**src/tme_pkg.sv**
```systemverilog
// shared types and constants for the tolerance match and eliminate block
package tme_pkg;

    localparam int unsigned VALUE_W = 32;
    localparam int unsigned COUNT_W = 7;
    localparam int unsigned INDEX_W = 6;
    localparam int unsigned CFG_ADDR_W = 2;

    // 10.0 in Q16.16
    localparam logic [VALUE_W-1:0] PASS_START = 32'd655360;
    // 1.0 in Q16.16
    localparam logic [VALUE_W-1:0] TOL_RESET = 32'd65536;
    localparam logic [VALUE_W-1:0] BEST_RESET = '1;

    localparam logic [CFG_ADDR_W-1:0] REG_TOLERANCE = 2'd0;
    localparam logic [CFG_ADDR_W-1:0] REG_ENTRY_COUNT = 2'd1;

    localparam logic CMD_LOAD = 1'b0;
    localparam logic CMD_MATCH = 1'b1;

    typedef enum logic [2:0] {
        ST_IDLE = 3'b001,
        ST_SCAN = 3'b010,
        ST_DONE = 3'b100
    } t_state;

endpackage

```
**src/tolerance_match_eliminate.sv**
```systemverilog
// value table with tolerance matching, first-hit elimination and closest tracking
// a load is written in its accept cycle and gives no result
// a match compares up to n = min(entry_count, TABLE_DEPTH) entries, then registers its result,
// one entry compare per cycle through the single table read port, fewer on an early hit
// one item at a time: input ready only while the sequencer is idle
// synchronous active-low reset: tolerance 1.0, entry count 0, pass minimum 10.0,
// best all ones; table contents are undefined until loaded
module tolerance_match_eliminate #(
    parameter int unsigned TABLE_DEPTH = 64
) (
    input  logic                                i_clk,
    input  logic                                i_rst_n,
    input  logic                                i_cfg_we,
    input  logic [tme_pkg::CFG_ADDR_W-1:0]      i_cfg_index,
    input  logic [tme_pkg::VALUE_W-1:0]         i_cfg_data,
    input  logic                                i_in_valid,
    output logic                                o_in_ready,
    input  logic                                i_cmd,
    input  logic [tme_pkg::INDEX_W-1:0]         i_entry_index,
    input  logic [tme_pkg::VALUE_W-1:0]         i_item_value,
    input  logic                                i_pass_end,
    output logic                                o_out_valid,
    input  logic                                i_out_ready,
    output logic                                o_hit,
    output logic [tme_pkg::INDEX_W-1:0]         o_hit_index,
    output logic [tme_pkg::VALUE_W-1:0]         o_pass_closest,
    output logic [tme_pkg::VALUE_W-1:0]         o_best_closest
);
    import tme_pkg::*;

    localparam int unsigned AW = (TABLE_DEPTH > 1) ? $clog2(TABLE_DEPTH) : 1;
    localparam int unsigned CW = $clog2(TABLE_DEPTH + 1);
    localparam int unsigned LW = (CW > COUNT_W) ? CW : COUNT_W;

    logic [VALUE_W-1:0] r_mem [TABLE_DEPTH];
    logic [VALUE_W-1:0] r_rdata;

    t_state             r_state, n_state;
    logic [VALUE_W-1:0] r_tol;
    logic [COUNT_W-1:0] r_entry_count;
    logic [VALUE_W-1:0] r_pass_min, n_pass_min;
    logic [VALUE_W-1:0] r_best, n_best;
    logic [VALUE_W-1:0] r_val;
    logic               r_last;
    logic [CW-1:0]      r_limit;
    logic [AW-1:0]      r_cmp_idx, n_cmp_idx;
    logic [AW-1:0]      r_rd_idx, n_rd_idx;
    logic               r_hit, n_hit;
    logic [AW-1:0]      r_hit_idx, n_hit_idx;

    logic               r_out_valid, n_out_valid;
    logic               r_out_hit;
    logic [INDEX_W-1:0] r_out_hit_idx;
    logic [VALUE_W-1:0] r_out_pass;

    logic               in_xfer;
    logic               out_free;
    logic               mem_we;
    logic [AW-1:0]      mem_waddr;
    logic [VALUE_W-1:0] mem_wdata;
    logic [AW-1:0]      mem_raddr;
    logic [VALUE_W:0]   sub;
    logic [VALUE_W-1:0] diff;
    logic               within_tol;
    logic               scan_last;
    logic [LW-1:0]      limit_full;
    logic               load_in_range;

    assign o_in_ready = (r_state == ST_IDLE);
    assign in_xfer = i_in_valid && o_in_ready;
    assign out_free = !r_out_valid || i_out_ready;

    // shared compare unit: absolute difference of item and current entry
    assign sub = {1'b0, r_val} - {1'b0, r_rdata};
    assign diff = sub[VALUE_W] ? (~sub[VALUE_W-1:0] + 1'b1) : sub[VALUE_W-1:0];
    assign within_tol = (diff < r_tol);
    assign scan_last = ((CW'(r_cmp_idx) + CW'(1)) == r_limit);

    assign limit_full = (LW'(r_entry_count) > LW'(TABLE_DEPTH)) ?
                        LW'(TABLE_DEPTH) : LW'(r_entry_count);
    assign load_in_range = (32'(i_entry_index) < 32'(TABLE_DEPTH));

    always_comb begin
        mem_we = 1'b0;
        mem_waddr = AW'(i_entry_index);
        mem_wdata = i_item_value;
        if (in_xfer && i_cmd == CMD_LOAD && load_in_range) begin
            mem_we = 1'b1;
        end else if (r_state == ST_SCAN && within_tol) begin
            // eliminate the matched entry
            mem_we = 1'b1;
            mem_waddr = r_cmp_idx;
            mem_wdata = '0;
        end
    end

    assign mem_raddr = (r_state == ST_SCAN) ? r_rd_idx : '0;

    always_ff @(posedge i_clk) begin
        if (mem_we) begin
            r_mem[mem_waddr] <= mem_wdata;
        end
        r_rdata <= r_mem[mem_raddr];
    end

    always_comb begin
        n_state = r_state;
        n_pass_min = r_pass_min;
        n_best = r_best;
        n_cmp_idx = r_cmp_idx;
        n_rd_idx = r_rd_idx;
        n_hit = r_hit;
        n_hit_idx = r_hit_idx;
        n_out_valid = r_out_valid && !i_out_ready;
        case (r_state)
            ST_IDLE: begin
                if (in_xfer && i_cmd == CMD_MATCH) begin
                    n_cmp_idx = '0;
                    n_rd_idx = AW'(1);
                    n_hit = 1'b0;
                    n_hit_idx = '0;
                    n_state = (limit_full == '0) ? ST_DONE : ST_SCAN;
                end
            end
            ST_SCAN: begin
                if (within_tol) begin
                    n_hit = 1'b1;
                    n_hit_idx = r_cmp_idx;
                    n_state = ST_DONE;
                end else begin
                    if (diff < r_pass_min) begin
                        n_pass_min = diff;
                    end
                    if (scan_last) begin
                        n_state = ST_DONE;
                    end else begin
                        n_cmp_idx = r_cmp_idx + 1'b1;
                        n_rd_idx = r_rd_idx + 1'b1;
                    end
                end
            end
            ST_DONE: begin
                if (out_free) begin
                    n_out_valid = 1'b1;
                    if (r_last) begin
                        if (r_pass_min < r_best) begin
                            n_best = r_pass_min;
                        end
                        n_pass_min = PASS_START;
                    end
                    n_state = ST_IDLE;
                end
            end
            default: begin
                n_state = ST_IDLE;
            end
        endcase
    end

    always_ff @(posedge i_clk) begin
        if (!i_rst_n) begin
            r_state <= ST_IDLE;
            r_tol <= TOL_RESET;
            r_entry_count <= '0;
            r_pass_min <= PASS_START;
            r_best <= BEST_RESET;
            r_out_valid <= 1'b0;
            r_limit <= '0;
            r_cmp_idx <= '0;
            r_rd_idx <= '0;
            r_hit <= 1'b0;
            r_hit_idx <= '0;
        end else begin
            r_state <= n_state;
            r_pass_min <= n_pass_min;
            r_best <= n_best;
            r_out_valid <= n_out_valid;
            r_cmp_idx <= n_cmp_idx;
            r_rd_idx <= n_rd_idx;
            r_hit <= n_hit;
            r_hit_idx <= n_hit_idx;
            if (in_xfer && i_cmd == CMD_MATCH) begin
                r_limit <= CW'(limit_full);
            end
            if (i_cfg_we) begin
                case (i_cfg_index)
                    REG_TOLERANCE:   r_tol <= i_cfg_data;
                    REG_ENTRY_COUNT: r_entry_count <= i_cfg_data[COUNT_W-1:0];
                    default:         ;
                endcase
            end
        end
    end

    // item payload and output payload registers
    always_ff @(posedge i_clk) begin
        if (in_xfer && i_cmd == CMD_MATCH) begin
            r_val <= i_item_value;
            r_last <= i_pass_end;
        end
        if (r_state == ST_DONE && out_free) begin
            r_out_hit <= r_hit;
            r_out_hit_idx <= INDEX_W'(r_hit_idx);
            r_out_pass <= r_pass_min;
        end
    end

    assign o_out_valid = r_out_valid;
    assign o_hit = r_out_hit;
    assign o_hit_index = r_out_hit_idx;
    assign o_pass_closest = r_out_pass;
    assign o_best_closest = r_best;

    a_pass_bounded: assert property (@(posedge i_clk) disable iff (!i_rst_n)
        o_out_valid |-> (o_pass_closest <= PASS_START))
        else $error("pass closest above start value");

    a_miss_index_zero: assert property (@(posedge i_clk) disable iff (!i_rst_n)
        (o_out_valid && !o_hit) |-> (o_hit_index == '0))
        else $error("hit index nonzero without a hit");

    a_scan_in_bounds: assert property (@(posedge i_clk) disable iff (!i_rst_n)
        (r_state == ST_SCAN) |-> (CW'(r_cmp_idx) < r_limit))
        else $error("scan index beyond entry limit");

    a_best_monotonic: assert property (@(posedge i_clk) disable iff (!i_rst_n)
        $past(i_rst_n) |-> (r_best <= $past(r_best)))
        else $error("best minimum increased");

    a_result_after_done: assert property (@(posedge i_clk) disable iff (!i_rst_n)
        $rose(r_out_valid) |-> ($past(r_state) == ST_DONE))
        else $error("result raised outside completion");

endmodule
```
**config.mk**
```make
export PLATFORM = sky130hd
export DESIGN_NAME = tolerance_match_eliminate
export DESIGN_NICKNAME = d
export VERILOG_FILES = /design/src/tme_pkg.sv /design/src/tolerance_match_eliminate.sv
export SDC_FILE = /design/constraint.sdc
export NUM_CORES = 2
export LEC_CHECK = 0
export BUFFER_PORTS_ARGS = -buffer_cell sky130_fd_sc_hd__clkbuf_2
export CORE_ASPECT_RATIO = 1.1
export CORE_MARGIN = 5
export CORE_UTILIZATION = 54
export DETAILED_ROUTE_END_ITERATION = 10
export PLACE_DENSITY = 0.78
export REMOVE_ABC_BUFFERS = 1
export SYNTH_ARGS = -nofsm -noshare
export SYNTH_HDL_FRONTEND = slang
export SYNTH_SLANG_ARGS = --single-unit
```
**constraint.sdc**
```tcl
create_clock -name i_clk -period 12 [get_ports i_clk]
set_clock_uncertainty 0.05 [all_clocks]
set_input_delay 1.2 -clock i_clk [delete_from_list [all_inputs] [get_ports i_clk]]
set_output_delay 1.2 -clock i_clk [all_outputs]
set_load 0.02 [all_outputs]
```
Word level (Yosys, flattened, before mapping):

Memory sizes are Yosys's and may differ from the RTL's. A register that Yosys moved wholly into a read port is not among the register bits.
Index checks and enable logic that the tools add are counted.
W data, S select, Z words.

* flip-flop bits (word level): 205
* bits in latches: 0
* RAM bits: 2048
* ROM bits: 0
* output and inout bits: 73
* word-level logic and storage cells: 98
* memories: 1

* $add $sub $neg: 5
* multiply operators: 0
* div/mod/pow operators: 0
* order comparisons: 4
* equal/unequal tests: 13
* shift-type cells: 0
* multiplexer cells: 37
* bitwise logic cells: 2
* reductions and logical operators: 20

Memory list
* r_mem: depth 64, width 32, read ports 1, clocked after memory_dff 1, wr ports 1, RTL line tolerance_match_eliminate.sv:35 `logic [VALUE_W-1:0] r_mem [TABLE_DEPTH];`

Operators with widths (number)
* $mux W32: 7
* $lt A32 B32 Y1: 3
* $pmux W32 S2: 1
* $mux W6: 10
* $pmux W6 S2: 3
* $sub A32 B32 Y33: 1
* $add A32 B1 Y32 const B: 1
* $not A32 Y32: 1
* $mux W3: 5
* $add A6 B1 Y6 const B: 2
* $ne A2 B2 Y1 const B: 5
* $pmux W3 S3: 1
* $mux W1: 8
* $reduce_and A4 Y1: 2
* $add A6 B1 Y7 const B: 1
* $eq A7 B7 Y1: 1
* $gt A7 B7 Y1 const B: 1
* $logic_not A7 Y1: 1
* $mux W7: 1
* $logic_and A1 B1 Y1: 6
* $reduce_and A3 Y1: 2
* $reduce_and A5 Y1: 1
* $ne A2 B1 Y1 const B: 2
* $reduce_and A2 Y1: 2
* 11 further kinds: 13

Longest topological paths before layout:

* depth in word-level cells: 10
* depth in mapped cells: 27
* depth with buffers taken out: 24

Worst setup path after synthesis:

No wires, ideal clock.

* path type: reg2reg
* from: register r_val[0]
* to: memory r_mem[8][0] (enable)
* setup time: 0.461 ns
* data arrival time: 7.582 ns
* data required time: 11.489 ns
* setup slack: 3.907 ns
* stages on the path, launching flop included: 25
* path buffers: 2
* clock period less this slack: 8.093 ns
* path through: edfxtp_1 -> inv_1 -> ha_1 -> inv_1 -> fa_1 -> a21o_1 -> a221o_2 -> xnor2_2 -> o2111ai_1 -> or4b_4 -> a211oi_2 -> nand4_1 -> o21ai_1 -> xnor2_1 -> ha_1 -> a21o_1 -> a21o_1 -> a211o_1 -> o211ai_1 -> a21oi_1 -> nor3_1 -> clkbuf_1 -> clkbuf_1 -> a31oi_1 -> nor3_1

* word-level cells in the longest chain between the ends: 10
* elaborated cells between the ends (all ways): 12
* those cells by class: 2 x add/sub; 1 x order compare; 7 x mux; 1 x bitwise; 1 x reduce/logical

Ends and longest elaborated chain
* start, declared: RTL line tolerance_match_eliminate.sv:43 `logic [VALUE_W-1:0] r_val;`
* start signal, assigned: RTL line tolerance_match_eliminate.sv:198 `r_val <= i_item_value;`
* $sub A32 B32 Y33 (*): RTL line tolerance_match_eliminate.sv:74 `assign sub = {1'b0, r_val} - {1'b0, r_rdata};`
* $not A32 Y32: RTL line tolerance_match_eliminate.sv:75 `assign diff = sub[VALUE_W] ? (~sub[VALUE_W-1:0] + 1'b1) : sub[VALUE_W-1:0];`
* $add A32 B1 Y32: RTL line tolerance_match_eliminate.sv:75
* $mux W32 (*): RTL line tolerance_match_eliminate.sv:75
* $lt A32 B32 Y1 (*): RTL line tolerance_match_eliminate.sv:76 `assign within_tol = (diff < r_tol);`
* $logic_and A1 B1 Y1 (*): RTL line tolerance_match_eliminate.sv:89 `end else if (r_state == ST_SCAN && within_tol) begin`
* $mux W1: RTL line tolerance_match_eliminate.sv:89
* $mux W1: RTL line tolerance_match_eliminate.sv:87 `if (in_xfer && i_cmd == CMD_LOAD && load_in_range) begin`
* $mux W1: RTL line tolerance_match_eliminate.sv:100 `if (mem_we) begin`
* $mux W1 (implied by the code): RTL line tolerance_match_eliminate.sv:101 `r_mem[mem_waddr] <= mem_wdata;`
* end, declared: RTL line tolerance_match_eliminate.sv:35

Mark *: on every way between the ends. The rest lies on a longest branch, timed or not.

Worst setup path after layout:

* from: register r_val[0]
* to: memory r_mem[55][1] (enable)

Same word-level chain as after synthesis.

==> metrics.md <==
| Metric | Value |
|---|---|
| Outcome | `finished, violations left` |
| Failing checks | `DRC, capacitance limit, slew limit` |
| Critical Path Fanout Max | `41` |
| VDD IR max | `108.8 uV` |
| Hold-fix buffers, CTS | `0` |
| Yosys Warn Count | `0` |
| Share of cell area taken by muxes after synthesis | `1.585%` |
| Seq cells post-synth | `2285` |
| Worst-path clk slew | `0.06 ns` |
| H-tree depth | `4` |
| Final #Nets | `7435` |
| EDFF count, synth | `2120` |
| Hold Vio Cnt, Final | `0` |
| Critical Path AT | `8.65 ns` |
| Grt peak-use layer | `met2` |
| RSZ-0062 raised after global routing | `no` |
| First-pass GRT wire length | `393000 um` |
| Slowest stage delay, CP | `0.92 ns` |
| Vias per cell | `6.547` |
| TritonCTS Sinks | `2285` |
| Area taken by multi-input logic gates | `25070 um2` |
| Switching Share | `21.32%` |
| Synth Area in Compound Gates | `10.42%` |
| CP max-delay cell | `nor2_4` |
| Post_cts resized | `0` |
| Dpl hpwl | `156600 um` |
| CTS tree | `done` |
| Vias in the first global route | `59993` |
| Port bufs | `151` |
| Die Ht | `446.9 um` |
| GRT met2 Usage | `43.96%` |
| Power share of the combinational group | `4.0%` |
| Layout area overhead | `10.97%` |
| Post-Syn Area per Cell | `13.02 um2` |
| Hold Worst Slack | `0.4142 ns` |
| Critical path required time | `12.40 ns` |
| Layout fillers | `12508` |
| Post-route total power | `15730 uW` |
| Critical Path Start Type | `register` |
| Commonest non-fill, non-tap cell in the layout | `edfxtp_1` |
| M3 GR Usage | `8.488%` |
| FP Rows | `160` |
| Fmax | `121.2 MHz` |
| Initial antenna violation count | `15` |
| Seq/Total Area, Yosys | `71.45%` |
| Ports | `152` |
| Synth unique cells | `88` |
| Worst skew pair latency | `0.88 ns` |
| # DRC | `2` |
| Core area | `172800 um2` |
| DRT iter0 DRCs | `10353` |
| Period Utilization, post-route | `68.76%` |
| Bufs and invs on worst path | `4` |
| PD cells | `151.2 nW/um2` |
| Final Instance Count excl. Fillers | `9670` |
| Placer Congestion | `0.9192` |
| Worst Hold Class | `reg2reg` |
| P_leak | `0.03443 uW` |
| Clk buf depth | `3` |
| Post-synth top flop | `edfxtp_1` |
| Final Setup Violations | `0` |
| Number of placed cells counting well taps | `9289` |
| Fin crit period | `8.251 ns` |
| DIE WIDTH | `407.2 um` |
| Post-Route WL | `270900 um` |
| Largest net degree at the start of global routing | `191` |
| Synth Area in XOR/XNOR | `0.6435%` |
| Fraction of registers with async set or reset after synthesis | `0%` |
| Clk root buf | `clkbuf_16` |
| Total setup buffers inserted after CTS | `0` |
| CP delay by family, top | `compound AO/OA/AOI/OAI gates` |
| Fin. max-slew vios | `1` |
| Post-route ant nets | `0` |
| Crit Path Class | `reg2reg` |
| Vias | `63306` |
| Tot GR Track Use | `28.93%` |
| Placement Cell Area | `97570 um2` |
| Cells after Synth | `7197` |
| Met1 Use GR | `37.14%` |
| Post-Synth Adder-Cell Area | `1.730%` |
| Cell area after layout | `104000 um2` |
| Reg power frac | `55.6%` |
| Top cell by count, worst path | `a21o_1` |
| Setup tns final | `0 ns` |
| Share of layout cells above drive strength 1 | `10.34%` |
| Post-Synth Simple-Gate Area | `11.57%` |
| Critical path capture point type | `register` |
| Clock share of power | `40.4%` |
| CP cell instances | `inv_1 > ha_1 > inv_1 > fa_1 > a21o_1 > a221o_2 > a21oi_1 > o21ai_0 > xor2_1 > a211oi_1 > nand4_1 > o21ai_1 > xnor2_1 > ha_1 > a21o_1 > a21o_1 > a211o_1 > o211ai_1 > a21oi_1 > nor3_2 > buf_4 > a31oi_2 > buf_4 > nor2_4` |
| Die area | `182000 um2` |
| Register Area | `66970 um2` |
| Wire per inst | `28.02 um` |
| Slew Limit Headroom | `-0.4679%` |
| Mapped Area | `93720 um2` |
| Max_cap viols | `1` |
| Most frequent cells in the layout | `edfxtp_1, nand2_1, nand3_1, o21ai_0, a21oi_1` |
| P_sw | `3353 uW` |
| Largest family of logic cells by synthesized area | `simple AND/OR/NAND/NOR gates` |
| Internal power | `12380 uW` |
| Congestion Overflow GR | `0` |
| Worst-Margin Slew | `1.496 ns` |
| Starting Density | `54.25%` |
| Cts bufs inserted | `204` |
| DRT Pass-1 Iters | `10` |
-- path summary, 6_finish.rpt --
check                       startpoint                       end  slack, ns  cells after the start
min          r_hit_idx[0]$_SDFFE_PN0P_  o_hit_index[0]$_DFFE_PP_       0.41                      0
min reg2reg  r_hit_idx[0]$_SDFFE_PN0P_  o_hit_index[0]$_DFFE_PP_       0.41                      0
max                 r_val[0]$_DFFE_PP_    r_mem[55][1]$_DFFE_PP_       3.75                     24
max reg2reg         r_val[0]$_DFFE_PP_    r_mem[55][1]$_DFFE_PP_       3.75                     24
-- cells by family after synthesis --
kind of cell	after synthesis
fa+ha+maj	129
simple gates	2466
mux	148
buf+inv	646
compound gates	1455
xor+xnor	68
flops	2285
-- area by class of cell --
class | count | area share, %
clock buffer | 266 | 5.251
timing repair buffer | 325 | 2.079
clock inverter | 109 | 0.9119
tap | 2268 | 2.728
sequential | 2285 | 64.39
inverter | 145 | 0.5233
antenna | 6 | 0.01444
multi-input combinational | 4266 | 24.10
-- cell usage after synthesis, drive strengths merged, types with 71 or more instances --
cell / number / area share [%]
nor2: 251 / 1.0
a311oi: 148 / 1.4
a21oi: 300 / 1.6
dfxtp: 165 / 3.5
nand2: 1286 / 5.2
clkbuf: 436 / 1.7
edfxtp: 2120 / 68
nor3: 83 / 0.45
mux2i: 145 / 1.5
o221ai: 174 / 1.6
o21ai: 345 / 1.8
ha: 128 / 1.7
nand3: 603 / 3.2
inv: 144 / 0.58
o211ai: 184 / 1.5
and3: 71 / 0.47
-- state kept, by name (all words and copies together) (netlist names) --
register and cells:
r_limit 7, r_mem 2048, r_cmp_idx 6, o_hit 1, o_best_closest 32, o_hit_index 6, r_rdata 32, r_pass_min 32
r_hit 1, r_val 32, r_last 1, o_pass_closest 32, r_hit_idx 6, r_tol 32, r_rd_idx 6, o_out_valid 1
r_state 3, r_entry_count 7
-- per-stage QoR --
step / setup WS (ns) / utilization (%)
after floorplan: -49.50 / -
after global placement: 3.997 / 56.48
after detailed placement: 3.917 / 56.48
after CTS: 3.905 / 60.19
after global routing: 3.443 / 60.19
final: 3.749 / 60.20
-- power groups by stage --
stage	clock (uW)	sequential [uW]	combinational, uW
5_1_grt	6710	8740	668
4_1_cts	6380	8740	611
3_5_place_dp	0	8910	608
2_1_floorplan	0	8950	354
3_3_place_gp	0	8910	593
6_report	6360	8740	627
-- routing by layer --
metal	vias up	wire length [um]
met5	-	113
met4	12	19370
met3	814	35770
met2	4434	121400
met1	30888	94240
li1	27158	-
No activity file was read; power rests on OpenSTA's default activity.
